--- config.mk ---
export PLATFORM = sky130hd
export DESIGN_NAME = length_prefixed_frame_parser
export DESIGN_NICKNAME = d
export VERILOG_FILES = /design/src/design/lpfp_pkg.sv /design/src/design/length_prefixed_frame_parser.sv /design/src/design/lpfp_core.sv /design/src/design/lpfp_rsp_fifo.sv
export VERILOG_INCLUDE_DIRS = /design/src /design/src/design
export SDC_FILE = /design/constraint.sdc
export NUM_CORES = 1
export LEC_CHECK = 0
export BUFFER_PORTS_ARGS = -buffer_cell sky130_fd_sc_hd__buf_2
export CORE_ASPECT_RATIO = 1.75
export CORE_UTILIZATION = 55
export CTS_CLUSTER_SIZE = 14
export DETAILED_ROUTE_END_ITERATION = 10
export GPL_TIMING_DRIVEN = 0
export HOLD_SLACK_MARGIN = 0.03
export PLACE_DENSITY_LB_ADDON = 0.12
export RECOVER_POWER = 50
export SLEW_MARGIN = 20
export SYNTH_ARGS = -nofsm -noshare
export SYNTH_HDL_FRONTEND = slang
export SYNTH_SLANG_ARGS = --single-unit
--- constraint.sdc ---
create_clock -name clock -period 8.7 [get_ports clock]
set_clock_uncertainty 0.15 [all_clocks]
set_input_delay 0.87 -clock clock [delete_from_list [all_inputs] [get_ports clock]]
set_output_delay 0.87 -clock clock [all_outputs]
set_load 0.05 [all_outputs]
--- src/design/length_prefixed_frame_parser_defines.svh ---
// Assertion macros shared by the frame parser modules.
// No dependencies; included by the files that carry assertions.
`ifndef LENGTH_PREFIXED_FRAME_PARSER_DEFINES_SVH
`define LENGTH_PREFIXED_FRAME_PARSER_DEFINES_SVH

// Same-cycle implication, disabled during reset.
`define LPFP_ASSERT_IMP(label, clk, rst, ante, cons, msg) \
   label: assert property (@(posedge clk) disable iff (rst) (ante) |-> (cons)) \
      else $error(msg);

// Next-cycle implication, disabled during reset.
`define LPFP_ASSERT_NXT(label, clk, rst, ante, cons, msg) \
   label: assert property (@(posedge clk) disable iff (rst) (ante) |=> (cons)) \
      else $error(msg);

`endif

--- src/design/lpfp_pkg.sv ---
// Types and constants of the length-prefixed frame parser.
// No dependencies; used by every module of the block.
`timescale 1ns / 1ps

package lpfp_pkg;

   localparam int unsigned CSR_INDEX_W = 4;
   localparam logic [CSR_INDEX_W-1:0] CSR_SESS_LEN_MAX = 4'd0;
   localparam logic [CSR_INDEX_W-1:0] CSR_PAY_LEN_MAX  = 4'd1;

   localparam logic [31:0] SESS_LEN_MAX_RESET = 32'd64;
   localparam logic [31:0] PAY_LEN_MAX_RESET  = 32'd65536;

   // result kinds
   localparam logic [2:0] KIND_SESSION  = 3'd0;
   localparam logic [2:0] KIND_SENDER   = 3'd1;
   localparam logic [2:0] KIND_RECEIVER = 3'd2;
   localparam logic [2:0] KIND_TYPE     = 3'd3;
   localparam logic [2:0] KIND_PAYLOAD  = 3'd4;
   localparam logic [2:0] KIND_ACCEPT   = 3'd5;
   localparam logic [2:0] KIND_ERROR    = 3'd6;

   // error codes
   localparam logic [2:0] ERR_NONE         = 3'd0;
   localparam logic [2:0] ERR_TRUNCATED    = 3'd1;
   localparam logic [2:0] ERR_SESS_LONG    = 3'd2;
   localparam logic [2:0] ERR_SESS_OVERRUN = 3'd3;
   localparam logic [2:0] ERR_PAY_LONG     = 3'd4;
   localparam logic [2:0] ERR_PAY_OVERRUN  = 3'd5;
   localparam logic [2:0] ERR_TRAILING     = 3'd6;

   typedef struct packed {
      logic [7:0] data_byte;
      logic       end_of_buffer;
   } lpfp_req_type;

   typedef struct packed {
      logic [2:0]  kind;
      logic [31:0] value;
      logic [2:0]  error_code;
      logic        last_of_run;
   } lpfp_rsp_type;

   // up to two results produced by one input word
   typedef struct packed {
      logic [1:0]   count;
      lpfp_rsp_type first;
      lpfp_rsp_type second;
   } lpfp_res_type;

endpackage

--- src/design/length_prefixed_frame_parser.sv ---
// Top level of the length-prefixed frame parser: input register, CSRs, core, result queue.
// Depends on lpfp_pkg, lpfp_core, lpfp_rsp_fifo and the assertion macro header.
//
// Usage:
//   req_*  : one message byte per word with an end-of-buffer flag; taken when
//            req_valid is high and req_stall is low.
//   rsp_*  : result words (session/payload bytes, header words, accept or error);
//            taken when rsp_valid is high and rsp_stall is low. last_of_run
//            marks the final result caused by one input byte.
//   csr_*  : register writes (index 0 max session length, 1 max payload length),
//            always ready; write only while the block is idle.
// Path: a byte is registered in the input register, decoded by the core and its
//   results are written into the result queue, which drives rsp_*.
// Throughput: one byte per cycle while the consumer keeps up; a byte that makes
//   two results needs two pops at the output port, so the result queue sets the
//   sustained rate when many such bytes arrive back to back.
// Reset: parser returns to the session length word, queue empties, registers
//   take 64 and 65536.
// Receiver stall: results wait in the queue; once fewer than two entries are
//   free, the input register holds and req_stall rises.
`timescale 1ns / 1ps
`include "length_prefixed_frame_parser_defines.svh"

module length_prefixed_frame_parser #(
   parameter int unsigned RSP_FIFO_DEPTH = 4
) (
   input  logic                                   clock,
   input  logic                                   reset,
   input  logic                                   req_valid,
   output logic                                   req_stall,
   input  lpfp_pkg::lpfp_req_type                 req_payload,
   output logic                                   rsp_valid,
   input  logic                                   rsp_stall,
   output lpfp_pkg::lpfp_rsp_type                 rsp_payload,
   input  logic                                   csr_valid,
   output logic                                   csr_ready,
   input  logic [lpfp_pkg::CSR_INDEX_W-1:0]       csr_index,
   input  logic [31:0]                            csr_data
);
   import lpfp_pkg::*;

   logic         in_vld_ff, in_vld_in;
   lpfp_req_type in_item_ff;
   logic [31:0]  max_sess_ff, max_pay_ff;
   logic         room;
   logic         advance;
   logic         req_take;
   lpfp_res_type res;

   assign csr_ready = 1'b1;
   assign advance   = in_vld_ff && room;
   assign req_stall = in_vld_ff && !room;
   assign req_take  = req_valid && !req_stall;
   assign in_vld_in = req_take || (in_vld_ff && !advance);

   always_ff @(posedge clock) begin
      if (reset) begin
         in_vld_ff   <= 1'b0;
         max_sess_ff <= SESS_LEN_MAX_RESET;
         max_pay_ff  <= PAY_LEN_MAX_RESET;
      end else begin
         in_vld_ff <= in_vld_in;
         if (csr_valid && csr_ready) begin
            case (csr_index)
               CSR_SESS_LEN_MAX: max_sess_ff <= csr_data;
               CSR_PAY_LEN_MAX:  max_pay_ff  <= csr_data;
               default: ;
            endcase
         end
      end
   end

   // hold the word while the queue is short of room
   always_ff @(posedge clock) begin
      if (req_take) in_item_ff <= req_payload;
   end

   lpfp_core u_core (
      .clock        (clock),
      .reset        (reset),
      .fire         (advance),
      .item         (in_item_ff),
      .sess_len_max (max_sess_ff),
      .pay_len_max  (max_pay_ff),
      .res          (res)
   );

   lpfp_rsp_fifo #(
      .DEPTH (RSP_FIFO_DEPTH)
   ) u_rsp_fifo (
      .clock       (clock),
      .reset       (reset),
      .push        (res),
      .room        (room),
      .rsp_valid   (rsp_valid),
      .rsp_stall   (rsp_stall),
      .rsp_payload (rsp_payload)
   );

   `LPFP_ASSERT_NXT(a_input_held, clock, reset, in_vld_ff && !room,
                    in_vld_ff && $stable(in_item_ff), "stalled input word changed")

endmodule

--- src/design/lpfp_core.sv ---
// Parser state and per-word decode of the length-prefixed frame parser.
// Depends on lpfp_pkg and the assertion macro header.
`timescale 1ns / 1ps
`include "length_prefixed_frame_parser_defines.svh"

module lpfp_core (
   input  logic                 clock,
   input  logic                 reset,
   input  logic                 fire,
   input  lpfp_pkg::lpfp_req_type item,
   input  logic [31:0]          sess_len_max,
   input  logic [31:0]          pay_len_max,
   output lpfp_pkg::lpfp_res_type res
);
   import lpfp_pkg::*;

   typedef enum logic [7:0] {
      PH_SLEN = 8'b0000_0001,
      PH_SESS = 8'b0000_0010,
      PH_FROM = 8'b0000_0100,
      PH_TO   = 8'b0000_1000,
      PH_TYPE = 8'b0001_0000,
      PH_PLEN = 8'b0010_0000,
      PH_PAY  = 8'b0100_0000,
      PH_DONE = 8'b1000_0000
   } phase_type;

   phase_type   phase_ff, phase_in;
   logic [1:0]  cnt_ff, cnt_in;
   logic [23:0] shift_ff, shift_in;
   logic [31:0] remain_ff, remain_in;
   logic        disc_ff, disc_in;

   logic [31:0]  word;
   logic         word_done;
   logic [31:0]  remain_dec;
   logic         is_sess;
   logic [31:0]  limit;
   logic [2:0]   code;
   logic         accept;
   logic         data_vld;
   logic [2:0]   data_kind;
   logic [31:0]  data_val;
   logic         fin_vld;
   lpfp_rsp_type data_rsp;
   lpfp_rsp_type fin_rsp;

   assign word       = {shift_ff, item.data_byte};
   assign word_done  = (cnt_ff == 2'd3);
   assign remain_dec = remain_ff - 32'd1;
   assign is_sess    = (phase_ff == PH_SLEN) || (phase_ff == PH_SESS);
   assign limit      = is_sess ? sess_len_max : pay_len_max;

   always_comb begin
      phase_in  = phase_ff;
      cnt_in    = cnt_ff;
      shift_in  = shift_ff;
      remain_in = remain_ff;
      disc_in   = disc_ff;
      code      = ERR_NONE;
      accept    = 1'b0;
      data_vld  = 1'b0;
      data_kind = KIND_SESSION;
      data_val  = '0;
      if (fire && !disc_ff) begin
         case (phase_ff)
            PH_SLEN, PH_PLEN: begin
               if (!word_done) begin
                  cnt_in   = cnt_ff + 2'd1;
                  shift_in = word[23:0];
                  if (item.end_of_buffer) code = ERR_TRUNCATED;
               end else begin
                  cnt_in   = 2'd0;
                  shift_in = '0;
                  if (word > limit) begin
                     code = is_sess ? ERR_SESS_LONG : ERR_PAY_LONG;
                  end else if (word == 32'd0) begin
                     // empty field: skip straight past it
                     phase_in = is_sess ? PH_FROM : PH_DONE;
                     if (item.end_of_buffer) begin
                        if (is_sess) code = ERR_TRUNCATED;
                        else accept = 1'b1;
                     end
                  end else begin
                     remain_in = word;
                     phase_in  = is_sess ? PH_SESS : PH_PAY;
                     if (item.end_of_buffer) code = is_sess ? ERR_SESS_OVERRUN : ERR_PAY_OVERRUN;
                  end
               end
            end
            PH_SESS, PH_PAY: begin
               data_vld  = 1'b1;
               data_kind = is_sess ? KIND_SESSION : KIND_PAYLOAD;
               data_val  = {24'd0, item.data_byte};
               remain_in = remain_dec;
               if (remain_dec == 32'd0) phase_in = is_sess ? PH_FROM : PH_DONE;
               if (item.end_of_buffer) begin
                  if (remain_dec != 32'd0) code = is_sess ? ERR_SESS_OVERRUN : ERR_PAY_OVERRUN;
                  else if (is_sess) code = ERR_TRUNCATED;
                  else accept = 1'b1;
               end
            end
            PH_FROM, PH_TO, PH_TYPE: begin
               if (!word_done) begin
                  cnt_in   = cnt_ff + 2'd1;
                  shift_in = word[23:0];
               end else begin
                  cnt_in   = 2'd0;
                  shift_in = '0;
                  data_vld = 1'b1;
                  data_val = word;
                  if (phase_ff == PH_FROM) begin
                     data_kind = KIND_SENDER;
                     phase_in  = PH_TO;
                  end else if (phase_ff == PH_TO) begin
                     data_kind = KIND_RECEIVER;
                     phase_in  = PH_TYPE;
                  end else begin
                     data_kind = KIND_TYPE;
                     phase_in  = PH_PLEN;
                  end
               end
               if (item.end_of_buffer) code = ERR_TRUNCATED;
            end
            default: begin
               code = ERR_TRAILING;
            end
         endcase
      end

      // restart on a flagged byte that ends the message or the discard run
      if (fire) begin
         if (disc_ff || code != ERR_NONE || accept) begin
            if (item.end_of_buffer || accept) begin
               phase_in  = PH_SLEN;
               cnt_in    = 2'd0;
               shift_in  = '0;
               remain_in = '0;
               disc_in   = 1'b0;
            end else begin
               disc_in = 1'b1;
            end
         end
      end
   end

   assign fin_vld = fire && !disc_ff && (code != ERR_NONE || accept);

   always_comb begin
      data_rsp.kind        = data_kind;
      data_rsp.value       = data_val;
      data_rsp.error_code  = ERR_NONE;
      data_rsp.last_of_run = !fin_vld;
      fin_rsp.kind         = (code != ERR_NONE) ? KIND_ERROR : KIND_ACCEPT;
      fin_rsp.value        = '0;
      fin_rsp.error_code   = code;
      fin_rsp.last_of_run  = 1'b1;
      res = '0;
      if (fire && !disc_ff) begin
         if (data_vld) begin
            res.first  = data_rsp;
            res.second = fin_rsp;
            res.count  = fin_vld ? 2'd2 : 2'd1;
         end else begin
            res.first = fin_rsp;
            res.count = fin_vld ? 2'd1 : 2'd0;
         end
      end
   end

   always_ff @(posedge clock) begin
      if (reset) begin
         phase_ff  <= PH_SLEN;
         cnt_ff    <= 2'd0;
         shift_ff  <= '0;
         remain_ff <= '0;
         disc_ff   <= 1'b0;
      end else begin
         phase_ff  <= phase_in;
         cnt_ff    <= cnt_in;
         shift_ff  <= shift_in;
         remain_ff <= remain_in;
         disc_ff   <= disc_in;
      end
   end

   `LPFP_ASSERT_IMP(a_discard_silent, clock, reset, fire && disc_ff, res.count == 2'd0,
                    "discarded word produced a result")
   `LPFP_ASSERT_IMP(a_pair_ends_msg, clock, reset, res.count == 2'd2,
                    res.second.kind == KIND_ERROR || res.second.kind == KIND_ACCEPT,
                    "second result is not a verdict")

endmodule

--- src/design/lpfp_rsp_fifo.sv ---
// Result queue of the frame parser: takes up to two results a cycle, gives one while rsp_stall is low.
// Depends on lpfp_pkg and the assertion macro header.
`timescale 1ns / 1ps
`include "length_prefixed_frame_parser_defines.svh"

module lpfp_rsp_fifo #(
   parameter int unsigned DEPTH = 4
) (
   input  logic                   clock,
   input  logic                   reset,
   input  lpfp_pkg::lpfp_res_type push,
   output logic                   room,
   output logic                   rsp_valid,
   input  logic                   rsp_stall,
   output lpfp_pkg::lpfp_rsp_type rsp_payload
);
   import lpfp_pkg::*;

   localparam int unsigned PTR_W = (DEPTH > 1) ? $clog2(DEPTH) : 1;
   localparam int unsigned CNT_W = $clog2(DEPTH + 1);

   lpfp_rsp_type          mem_ff [DEPTH];
   logic [PTR_W-1:0]      wr_ff, wr_in, rd_ff, rd_in;
   logic [CNT_W-1:0]      cnt_ff, cnt_in;
   logic [PTR_W-1:0]      wr_next;
   logic                  pop;

   function automatic logic [PTR_W-1:0] ptr_next(input logic [PTR_W-1:0] p);
      return (p == PTR_W'(DEPTH - 1)) ? '0 : p + PTR_W'(1);
   endfunction

   assign wr_next     = ptr_next(wr_ff);
   assign room        = cnt_ff <= CNT_W'(DEPTH - 2);
   assign rsp_valid   = cnt_ff != '0;
   assign pop         = rsp_valid && !rsp_stall;
   assign rsp_payload = mem_ff[rd_ff];

   always_comb begin
      wr_in = wr_ff;
      case (push.count)
         2'd1:    wr_in = wr_next;
         2'd2:    wr_in = ptr_next(wr_next);
         default: wr_in = wr_ff;
      endcase
      rd_in  = pop ? ptr_next(rd_ff) : rd_ff;
      cnt_in = cnt_ff + CNT_W'(push.count) - CNT_W'(pop);
   end

   always_ff @(posedge clock) begin
      for (int i = 0; i < DEPTH; i++) begin
         if (push.count != 2'd0 && wr_ff == PTR_W'(i)) mem_ff[i] <= push.first;
         if (push.count == 2'd2 && wr_next == PTR_W'(i)) mem_ff[i] <= push.second;
      end
   end

   always_ff @(posedge clock) begin
      if (reset) begin
         wr_ff  <= '0;
         rd_ff  <= '0;
         cnt_ff <= '0;
      end else begin
         wr_ff  <= wr_in;
         rd_ff  <= rd_in;
         cnt_ff <= cnt_in;
      end
   end

   `LPFP_ASSERT_IMP(a_push_fits, clock, reset, push.count != 2'd0,
                    cnt_ff <= CNT_W'(DEPTH - 2), "push into a queue without room")
   `LPFP_ASSERT_NXT(a_count_track, clock, reset, pop && push.count == 2'd0,
                    cnt_ff == $past(cnt_ff) - CNT_W'(1), "queue count lost a pop")

endmodule
==> results.ini, run 1 <==
[outcome]
run_status = finished, final reports clean

[power_and_ir_drop]
seqPwrFrac_pct = 45.7
clkPwrFrac_pct = 35.3
p_leak_nw = 6.421
power_switching_w = 0.001064
power_w = 0.003441
combPwrFrac_pct = 19.1
switching_share_pct = 30.92
intPower_w = 0.002377
vdd_ir_drop_max_mv = 0.1588
powerDensity_nw_per_um2 = 199.3

[setup_path]
r2r_start = u_core.phase_ff[2]
arrival_ps = 8530
end_kind = flip-flop
crit_required_ps = 8880
reg2reg_depth = 23
worstSetupPathType = flip-flop to flip-flop
path_max_fanout = 10
r2r_end = u_rsp_fifo.mem_ff[1][32]
rrSetupSlack_ps = 350
worstSetupStartpointType = flip-flop

[routing]
dr.pass1.iters = 6
drt_iter0_drc = 1023
antenna_left = 0
via_count = 12730
drc = 0
viasPerCell = 6.151
wire_per_inst_microns = 22.57
finalWirelength_microns = 46710

[job]
drv_cap = 0

[layout]
regArea_sq_um = 7457
drive_gt1_share_pct = 10.76
multiInputGateArea_sq_um = 7351
layout_commonest_cell = nand2_1
area_delta_synth_final_pct = 12.91
nNetsFinal = 1777
utilization_pct = 63.18
fin_area_sq_um = 17270
layout_common_cells = nand2_1, dfxtp_1, clkbuf_1, a21oi_1, edfxtp_1
n_fill_cell = 2377
antenna_cells = 0

[floorplanning]
dieWidth_microns = 128.0
core-area_sq_um = 27330
die_area_sq_um = 28500
fp.dieH_microns = 222.6
initial_core_util_pct = 55.96
io_pins = 92
rows = 80

[clocking]
cts_hold_buf = 0
htreeDepth = 1
cts_sinks = 306
cts.clk_slew.worst_paths_ps = 70
cts_tree = yes
clk_latency_ps = 580
cts_made_buffers = 29
clockBufferDepth = 3
clockRootBuffer = clkbuf_16

[timing]
period_minus_slack_ps = 8350
tightest_slew_ps = 1096
setup_viol = 0
rsz0062_at_grt = false
drv_slew = 0
setup_slack_ps = 350.5
fin_crit_sh_pct = 95.97
hold_ws_ps = 303.3
slew_headroom_pct = 26.77
final_hold_viol_count = 0
fmax_ghz = 0.1198

[synthesis]
ys_seq_area_share_pct = 48.77
ys_ff_latch = 306
synth_cell_types = 72
syn_area_sq_um = 15290
synth_async_sr_flop_share_pct = 0
synth_top_cell_by_area = edfxtp_1
synthFlopType = dfxtp_1
yosys-top-cells-area = edfxtp_1, dfxtp_1, mux4_2
yosysWarnings = 0
synth_nets = 1648
synth-edff-count = 133
synth_area_per_cell_sq_um = 9.871
synth_top_cell_area_share_pct = 26.12
syn-instance-count = 1549

[place]
io_buffers = 90
place_congestion = 0.9751
dpl_cell_area_sq_um = 16430
post-place-ws_ps = -22.12
hpwl_microns = 35250

[hold_path]
worstHoldStart = max_sess_ff[25]
hold_end = max_sess_ff[25]
hold_path.class = flip-flop to flip-flop
min_path_cells = 2

[global_route]
grt_max_degree = 19
grt.overflow.total = 0
track_usage_pct = 33.20
grt_pass1_wl_microns = 71080
antenna_found_initial = 0
grt_pass1_vias = 12800

worst max-delay path by stage:
stage	start	to	slack, ps	cells past startpoint
floorplan	u_core.phase_ff[2]	u_rsp_fifo.mem_ff[3][0]	610	19
global placement	u_core.phase_ff[2]	u_rsp_fifo.mem_ff[3][22]	-3340	19
detailed placement	u_core.phase_ff[2]	u_rsp_fifo.mem_ff[2][0]	-20	22
CTS	u_core.phase_ff[2]	u_rsp_fifo.mem_ff[1][19]	70	24
global route	u_core.phase_ff[2]	u_rsp_fifo.mem_ff[1][33]	110	23
finish	u_core.phase_ff[2]	u_rsp_fifo.mem_ff[1][32]	350	23
kinds of logic (layout without fill, tap and decap cells):
group / count (synthesis) / in the layout / share of synthesized area [%]
AO/OA/AOI/OAI: 332 / 332 / 13.34
AND/OR/NAND/NOR: 609 / 609 / 19.83
buffers and inverters: 141 / 292 / 3.535
XOR/XNOR: 20 / 20 / 1.146
other: 1 / 1 / 0.02452
multiplexers: 91 / 91 / 9.295
adder cells (fa/ha/maj): 49 / 49 / 4.059
flip-flops: 306 / 306 / 48.77
metal layers:
metal | vias to the layer above | global-route usage [%] | share of wire (%) | wire length, microns
li1 | 5903 | - | - | -
met1 | 6130 | 33.13 | 34 | 15920
met2 | 493 | 61.94 | 53 | 24890
met3 | 201 | 4.358 | 4.9 | 2280
met4 | 0 | 23.68 | 7.7 | 3610
met5 | - | 0 | 0 | 0
metrics by stage:
step / TNS (ps) / cells
after CTS: 0 / 2069
after global placement: -387710 / 2008
after detailed placement: -151.8 / 2016
final: 0 / 2069
after global routing: 0 / 2069
after floorplan: 0 / 1549
power by group through the flow:
stage                     Combinational [W]  Clock, W  Sequential, W
final                              0.000656   0.00121        0.00157
after global routing               0.000699   0.00128        0.00157
after CTS                          0.000669   0.00122        0.00157
after detailed placement           0.000666         0        0.00160
after global placement             0.000654         0        0.00160
after floorplan                    0.000496         0        0.00158
critical path, cell delays in order (launching register included):
cell and delay, ps:
dfxtp_1 370, or3_1 380, clkbuf_1 180, nor4_1 290
clkbuf_1 500, clkbuf_2 430, mux2i_1 300, ha_1 190
nand4_1 160, nor4_1 740, a32oi_1 380, o31ai_1 660
nand3b_1 440, nor2_2 190, a21oi_1 270, ha_1 270
nand2_1 110, ha_1 160, clkbuf_1 290, inv_1 130
nor2_1 700, nor3_1 240, clkbuf_1 300, and2_1 240
layout make-up:
cell class	instances	area share [%]
flip-flops and latches	306	43.19
repair buffers	98	3.363
clock buffers	41	4.522
clock inverters	12	0.5218
plain buffers	111	2.500
inverters	30	0.6522
multi-input cells	1102	42.58
well taps	369	2.674
flip-flops by register name, indices dropped and copies added, names as in the netlist, named ones only:
signal and flops:
u_core.remain_ff 32, u_core.phase_ff 8, in_vld_ff 1, u_rsp_fifo.mem_ff 156
u_rsp_fifo.rd_ff 2, in_item_ff 9, u_core.cnt_ff 2, u_rsp_fifo.wr_ff 2
u_core.shift_ff 24, u_core.disc_ff 1, u_rsp_fifo.cnt_ff 3, max_pay_ff 32
max_sess_ff 32
cell usage after synthesis (8+ instances only):
library cell	count
inv_1	30
clkbuf_1	97
a211oi_1	11
dfxtp_1	173
nor3_1	38
nand3b_1	27
or3_1	11
or4_1	9
and3_1	19
nand4_1	11
and2_1	73
a221oi_1	9
xnor2_1	12
a21oi_1	147
a22o_1	31
nor2_1	96
nand2b_1	13
mux4_2	39
nor4_1	39
mux2_2	18
ha_1	48
mux2i_1	34
edfxtp_1	133
xor2_1	8
nand3_1	15
o21ai_0	64
nand2_1	230
timing repair:
| item | CTS | global route |
|---|---|---|
| resized for setup | 1 | 8 |
| setup buffers | 0 | 0 |
| setup endpoints to repair | 7 | 125 |
Power figures use the tool's default switching activity.
==> inputs of run 2 (changes only) <==
--- a/config.mk
+++ b/config.mk
@@ -6,11 +6,12 @@
 export SDC_FILE = /design/constraint.sdc
 export NUM_CORES = 1
 export LEC_CHECK = 0
+export ABC_AREA = 1
 export BUFFER_PORTS_ARGS = -buffer_cell sky130_fd_sc_hd__buf_2
-export CORE_ASPECT_RATIO = 1.75
-export CORE_UTILIZATION = 55
+export CORE_UTILIZATION = 56
 export CTS_CLUSTER_SIZE = 14
 export DETAILED_ROUTE_END_ITERATION = 10
+export GPL_ROUTABILITY_DRIVEN = 0
 export GPL_TIMING_DRIVEN = 0
 export HOLD_SLACK_MARGIN = 0.03
 export PLACE_DENSITY_LB_ADDON = 0.12
==> results.ini, run 2 <==
[power_and_ir_drop]
seqPwrFrac_pct = 37.8  ; -7.9 points
vdd_ir_drop_max_mv = 0.1202  ; -24%
switching_share_pct = 36.94  ; +6.0 points
combPwrFrac_pct = 27.3  ; +8.2 points
power_switching_w = 0.001552  ; +46%
intPower_w = 0.002648  ; +11%
p_leak_nw = 7.704  ; +20%
powerDensity_nw_per_um2 = 230.9  ; +16%
clkPwrFrac_pct = 34.9  ; -0.4 points

[clocking]
clk_latency_ps = 520  ; -60 ps
cts_sinks = 306  ; unchanged
clockRootBuffer = clkbuf_16
cts_made_buffers = 34  ; +17%
cts_hold_buf = 0  ; unchanged
cts.clk_slew.worst_paths_ps = 60  ; about the same
cts_resized = 0  ; -1
clockBufferDepth = 3  ; unchanged
htreeDepth = 2  ; +1
post-cts-setup-buffers = 0  ; unchanged
cts_tree = yes

[global_route]
grt_pass1_vias = 13980  ; +9.2%
grt.overflow.total = 0  ; unchanged
grt_pass1_wl_microns = 74620  ; +5.0%
antenna_found_initial = 2  ; +2
grt_max_degree = 18  ; -1
track_usage_pct = 33.06  ; -0.14 points

[synthesis]
synth.most_common_cell = nand2_1
synth_async_sr_flop_share_pct = 0  ; unchanged
synth_cell_types = 52  ; -28%
synthFlopType = dfxtp_1
synth_top_cell_area_share_pct = 24.77  ; -1.3 points
ys_ff_latch = 306  ; unchanged
synth_top_cell_by_area = edfxtp_1
synth-edff-count = 133  ; unchanged
yosys-top-cells-area = edfxtp_1, dfxtp_1, nand2_1
synth_area_per_cell_sq_um = 7.875  ; -20%
syn_area_sq_um = 16120  ; +5.4%
ys_seq_area_share_pct = 46.26  ; -2.5 points
yosysWarnings = 0  ; unchanged
synth_nets = 2146  ; +30%
yosys-top-cells-count = nand2_1, nor2_1, o21ai_0
syn-instance-count = 2047  ; +32%

[layout]
instances_no_fill = 2584  ; +25%
utilization_pct = 64.77  ; +1.6 points
area_delta_synth_final_pct = 12.85  ; about the same
nNetsFinal = 2277  ; +28%
top_register = u_rsp_fifo.mem_ff
layout_commonest_cell = nand2_1
layout_common_cells = nand2_1, nor2_1, o21ai_0, inv_1, dfxtp_1
drive_gt1_share_pct = 8.666  ; -2.1 points
n_fill_cell = 2470  ; +3.9%
largest_reg_flops = 156  ; unchanged

[routing]
drt_iter0_drc = 1541  ; +51%
dr.pass1.iters = 6  ; unchanged
via_count = 14940  ; +17%
antenna_left = 0  ; unchanged
wire_per_inst_microns = 18.63  ; -17%
drt-met1-wl_microns = 19780  ; +24%
highest_layer = met4
met2_length_microns = 21860  ; -12%
viasPerCell = 5.780  ; -6.0%
drc = 0  ; unchanged
dr_wl_met3_microns = 4225  ; +85%
finalWirelength_microns = 48130  ; +3.1%

[timing]
final_hold_viol_count = 0  ; unchanged
slew_headroom_pct = -4.094  ; -31 points
tightest_slew_ps = 1551  ; +455.3 ps
period_minus_slack_ps = 7284  ; -1065 ps
setup_viol = 0  ; unchanged
tns_ps = 0  ; unchanged
fin_crit_sh_pct = 83.73  ; -12 points
rsz0062_at_grt = false
drv_slew = 10  ; +10
fmax_ghz = 0.1373  ; +15%
setup_slack_ps = 1416  ; +1065 ps
hold_ws_ps = 304.2  ; +0.8320 ps

[setup_path]
crit_required_ps = 8770  ; -110 ps
path_max_fanout = 16  ; +6
worstSetupPathType = flip-flop to flip-flop
worstSetupStartpointType = flip-flop
arrival_ps = 7350  ; -1180 ps
end_kind = flip-flop

[job]
drv_cap = 1  ; +1

[outcome]
violations = max-capacitance violations, max-slew violations
run_status = complete, but fails checks

[floorplanning]
io_pins = 92  ; unchanged
dieWidth_microns = 171.7  ; +34%
rows = 61  ; -24%
core-area_sq_um = 28090  ; +2.8%
initial_core_util_pct = 57.39  ; +1.4 points
fp.dieH_microns = 171.7  ; -23%
die_area_sq_um = 29470  ; +3.4%

[hold_path]
hold_path.class = flip-flop to flip-flop

[place]
io_buffers = 89  ; -1.1%
dp.cells = 2520  ; +25%
hpwl_microns = 34370  ; -2.5%
post-place-ws_ps = 1597  ; +1619 ps

==> run 2: power groups by stage <==
stage               sequential (W)  combinational [W]  clock, W
floorplan                  0.00159           0.000861         0
global placement           0.00161            0.00114         0
detailed placement         0.00162            0.00117         0
CTS                        0.00159            0.00117   0.00147
global route               0.00159            0.00125   0.00153
finish                     0.00159            0.00115   0.00146
==> run 2: layout make-up <==
cell class / count / area (sq um) / share of cell area, %
clock inverter: 13 / 147.6 / 0.8116
timing repair buffer: 95 / 535.5 / 2.944
multi-input combinational: 1424 / 7380 / 40.56
tap: 378 / 473.0 / 2.600
clock buffer: 49 / 998.5 / 5.488
inverter: 210 / 788.3 / 4.333
sequential: 306 / 7457 / 40.99
buffer: 107 / 407.9 / 2.242
antenna: 2 / 5.005 / 0.02751
==> run 2: worst paths after layout <==
| path | from | endpoint | slack [ps] | depth (start not counted) |
|---|---|---|---|---|
| max | u_core.phase_ff[7] | u_rsp_fifo.mem_ff[0][4] | 1420 | 25 |
| min | max_pay_ff[0] | max_pay_ff[0] | 300 | 2 |
| max reg2reg | u_core.phase_ff[7] | u_rsp_fifo.mem_ff[0][4] | 1420 | 25 |
| min reg2reg | max_pay_ff[0] | max_pay_ff[0] | 300 | 2 |
==> run 2: cell families (layout without fill, tap and decap cells) <==
group	Yosys count	after routing	synth area share (%)
xor gates and xnor gates	4	4	0.2174
AOI/OAI and AO/OA	509	509	17.42
other	1	3	0.02326
DFF	306	306	46.26
muxes	2	2	0.1242
and+or+nand+nor	859	859	24.12
adders and majority gates	49	49	3.850
buffers and inverters	317	474	7.979
==> run 2: through the flow <==
stage	total power, W	cell area (sq um)
after floorplan	0.002451	16120
after global placement	0.002757	17040
after detailed placement	0.002782	17240
after CTS	0.004226	18380
after global routing	0.004374	18190
final	0.004200	18190
==> run 2: worst max-delay path, stage by stage (launching register included) <==
cell	delay, ps
dfxtp_1	330
nor2_1	140
inv_1	70
nor2_1	200
nand3_1	150
nand2_1	280
clkbuf_1	490
clkbuf_1	380
o21ai_0	170
ha_1	300
nand2_1	70
nor2_1	150
nand4_1	140
nor3b_1	410
nand4_1	270
nand2_1	270
nand2_1	80
nand3_1	80
nand3_1	150
o21bai_1	320
nand3_1	160
ha_1	320
nand2_1	120
ha_1	340
o21ai_1	1210
buf_16	250
==> run 2: routing by layer <==
metal / global-route usage, % / vias to the layer above
met3: 6.351 / 150
met1: 42.29 / 6948
met2: 53.74 / 707
li1: - / 7130
met4: 15.61 / 0
met5: 0 / -
==> inputs of run 3 (changes only) <==
--- a/config.mk
+++ b/config.mk
@@ -6,9 +6,9 @@
 export SDC_FILE = /design/constraint.sdc
 export NUM_CORES = 1
 export LEC_CHECK = 0
-export ABC_AREA = 1
+export ABC_AREA = 0
 export BUFFER_PORTS_ARGS = -buffer_cell sky130_fd_sc_hd__buf_2
-export CORE_UTILIZATION = 56
+export CORE_UTILIZATION = 60
 export CTS_CLUSTER_SIZE = 14
 export DETAILED_ROUTE_END_ITERATION = 10
 export GPL_ROUTABILITY_DRIVEN = 0
==> constraint.sdc (replaced) <==
create_clock -name clock -period 7.6 [get_ports clock]
set_clock_uncertainty 0.15 [all_clocks]
set_input_delay 0.76 -clock clock [delete_from_list [all_inputs] [get_ports clock]]
set_output_delay 0.76 -clock clock [all_outputs]
set_load 0.05 [all_outputs]
==> results.ini, run 3 (synthesis gave the netlist of run 1 again) <==
[timing]
final_hold_viol_count = 0  ; unchanged
tightest_slew_ps = 989.3  ; -561.7 ps
setup_viol = 0  ; unchanged
period_minus_slack_ps = 7071  ; -213.6 ps
fmax_ghz = 0.1414  ; +3.0%
slew_headroom_pct = 32.34  ; +36 points
drv_slew = 0  ; -10
rsz0062_at_grt = false
fin_crit_sh_pct = 93.04  ; +9.3 points
tns_ps = 0  ; unchanged

[power_and_ir_drop]
vdd_ir_drop_max_mv = 0.2025  ; +68%
powerDensity_nw_per_um2 = 233.0  ; +0.94%
p_leak_nw = 6.515  ; -15%

[routing]
drc = 0  ; unchanged
via_count = 12680  ; -15%
viasPerCell = 6.229  ; +7.8%
dr.pass1.iters = 5  ; -1
antenna_left = 0  ; unchanged
finalWirelength_microns = 42660  ; -11%
wire_per_inst_microns = 20.96  ; +13%
drt_iter0_drc = 1286  ; -17%

[layout]
nNetsFinal = 1778  ; -22%
layout_commonest_cell = nand2_1
n_fill_cell = 2005  ; -19%
utilization_pct = 69.23  ; +4.5 points
layout_common_cells = nand2_1, dfxtp_1, a21oi_1, clkbuf_1, edfxtp_1
instances_no_fill = 2035  ; -21%
fin_area_sq_um = 17380  ; -4.4%
largest_reg_flops = 156  ; unchanged
drive_gt1_share_pct = 11.91  ; +3.2 points
area_delta_synth_final_pct = 13.68
top_register = u_rsp_fifo.mem_ff

[clocking]
cts.clk_slew.worst_paths_ps = 60  ; about the same
cts_hold_buf = 0  ; unchanged
cts_sinks = 306  ; unchanged
clockRootBuffer = clkbuf_16
cts_made_buffers = 31  ; -8.8%
clockBufferDepth = 3  ; unchanged
clk_latency_ps = 570  ; +50 ps
cts_tree = yes
htreeDepth = 1  ; -1

[global_route]
grt_max_degree = 22  ; +4
track_usage_pct = 32.82  ; -0.24 points
antenna_found_initial = 0  ; -2
grt_pass1_vias = 12210  ; -13%
grt.overflow.total = 0  ; unchanged
grt_pass1_wl_microns = 66560  ; -11%

[floorplanning]
rows = 58  ; -4.9%
io_pins = 92  ; unchanged
initial_core_util_pct = 60.90  ; +3.5 points
core-area_sq_um = 25110  ; -11%
dieWidth_microns = 161.6  ; -5.8%
die_area_sq_um = 26130  ; -11%
fp.dieH_microns = 161.6  ; -5.8%

[setup_path]
reg2reg_depth = 24  ; -4.0%
crit_path_start = u_core.phase_ff[2]
worstSetupStartpointType = flip-flop
worstSetupPathType = flip-flop to flip-flop
end_kind = flip-flop
r2r_start = u_core.phase_ff[2]
path_max_fanout = 18  ; +2
crit_required_ps = 7770  ; -1000 ps
r2r_end = u_rsp_fifo.mem_ff[3][31]
rrSetupSlack_ps = 530  ; -890 ps
arrival_ps = 7240  ; -110 ps
crit_path_end = u_rsp_fifo.mem_ff[3][31]

[outcome]
run_status = finished, final reports clean

[job]
drv_cap = 0  ; -1

[place]
hpwl_microns = 30620  ; -11%
io_buffers = 90  ; +1.1%
dp.cells = 1975  ; -22%
dpl_cell_area_sq_um = 16360  ; -5.1%

[hold_path]
hold_path.class = primary input to flip-flop

## run 3: stage by stage
step	worst slack [ps]	hold slack, ps	power (W)
final	529.3	210.0	0.004051
after global routing	73.48	204.9	0.004169
after CTS	44.74	204.3	0.004051
after detailed placement	-658.0	296.1	0.002581
after global placement	-3959	291.2	0.002565
after floorplan	-494.4	269.8	0.002372
## run 3: layout make-up
type | instances | area [sq um] | share of cell area [%]
buffer | 109 | 430.4 | 2.476
antenna | 1 | 2.502 | 0.01440
timing repair buffer | 99 | 590.6 | 3.397
inverter | 30 | 112.6 | 0.6478
tap | 330 | 412.9 | 2.375
multi-input combinational | 1102 | 7387 | 42.50
sequential | 306 | 7457 | 42.90
clock inverter | 14 | 123.9 | 0.7126
clock buffer | 44 | 865.8 | 4.981
## run 3: worst min-delay path by stage
stage | from | endpoint | cells past startpoint
after floorplan | u_rsp_fifo.mem_ff[2][12] | u_rsp_fifo.mem_ff[2][12] | 2
final | req_payload[2] | in_item_ff[2] | 1
after detailed placement | max_sess_ff[15] | max_sess_ff[15] | 2
after global placement | max_sess_ff[13] | max_sess_ff[13] | 2
after CTS | req_payload[2] | in_item_ff[2] | 1
after global routing | req_payload[1] | in_item_ff[1] | 1
## run 3: worst max-delay path, cell delays in order (launching register included)
cell and delay (ps):
dfxtp_1 360, or3_1 400, clkbuf_1 190, nor4_1 290, clkbuf_2 320, clkbuf_2 390, mux2i_1 150, ha_1 340
nand4_1 170, nor4_1 510, a32oi_1 330, o311ai_0 440, nand3b_1 110, buf_4 170, nor2_4 200, a21oi_1 150
ha_1 320, nand2_1 80, ha_1 220, clkbuf_1 200, nand2_1 140, clkbuf_1 480, o21ai_4 260, buf_16 240
buf_16 170
## run 3: power by group
part	total, W	leakage [nW]	internal [W]	switching (W)
logic	0.000749	3.32	0.000233	0.000516
registers	0.00180	2.71	0.00175	0.0000544
clock network	0.00150	0.486	0.000859	0.000642
total	0.00405	6.52	0.00284	0.00121
## run 3: repair_timing
action                     4_1_cts  5_1_grt
pin swaps                        0        1
gates cloned                     0        0
gates resized for setup          8       15
setup endpoints to repair      229      247
setup buffers                    0        3
## run 3: metal layers
metal | track usage [%] | wire length (microns) | vias to the layer above
met3 | 4.520 | 3775 | 133
met1 | 42.82 | 17000 | 5994
met5 | 0 | 0 | -
met4 | 13.81 | 1805 | 0
met2 | 54.96 | 20080 | 625
li1 | - | - | 5924
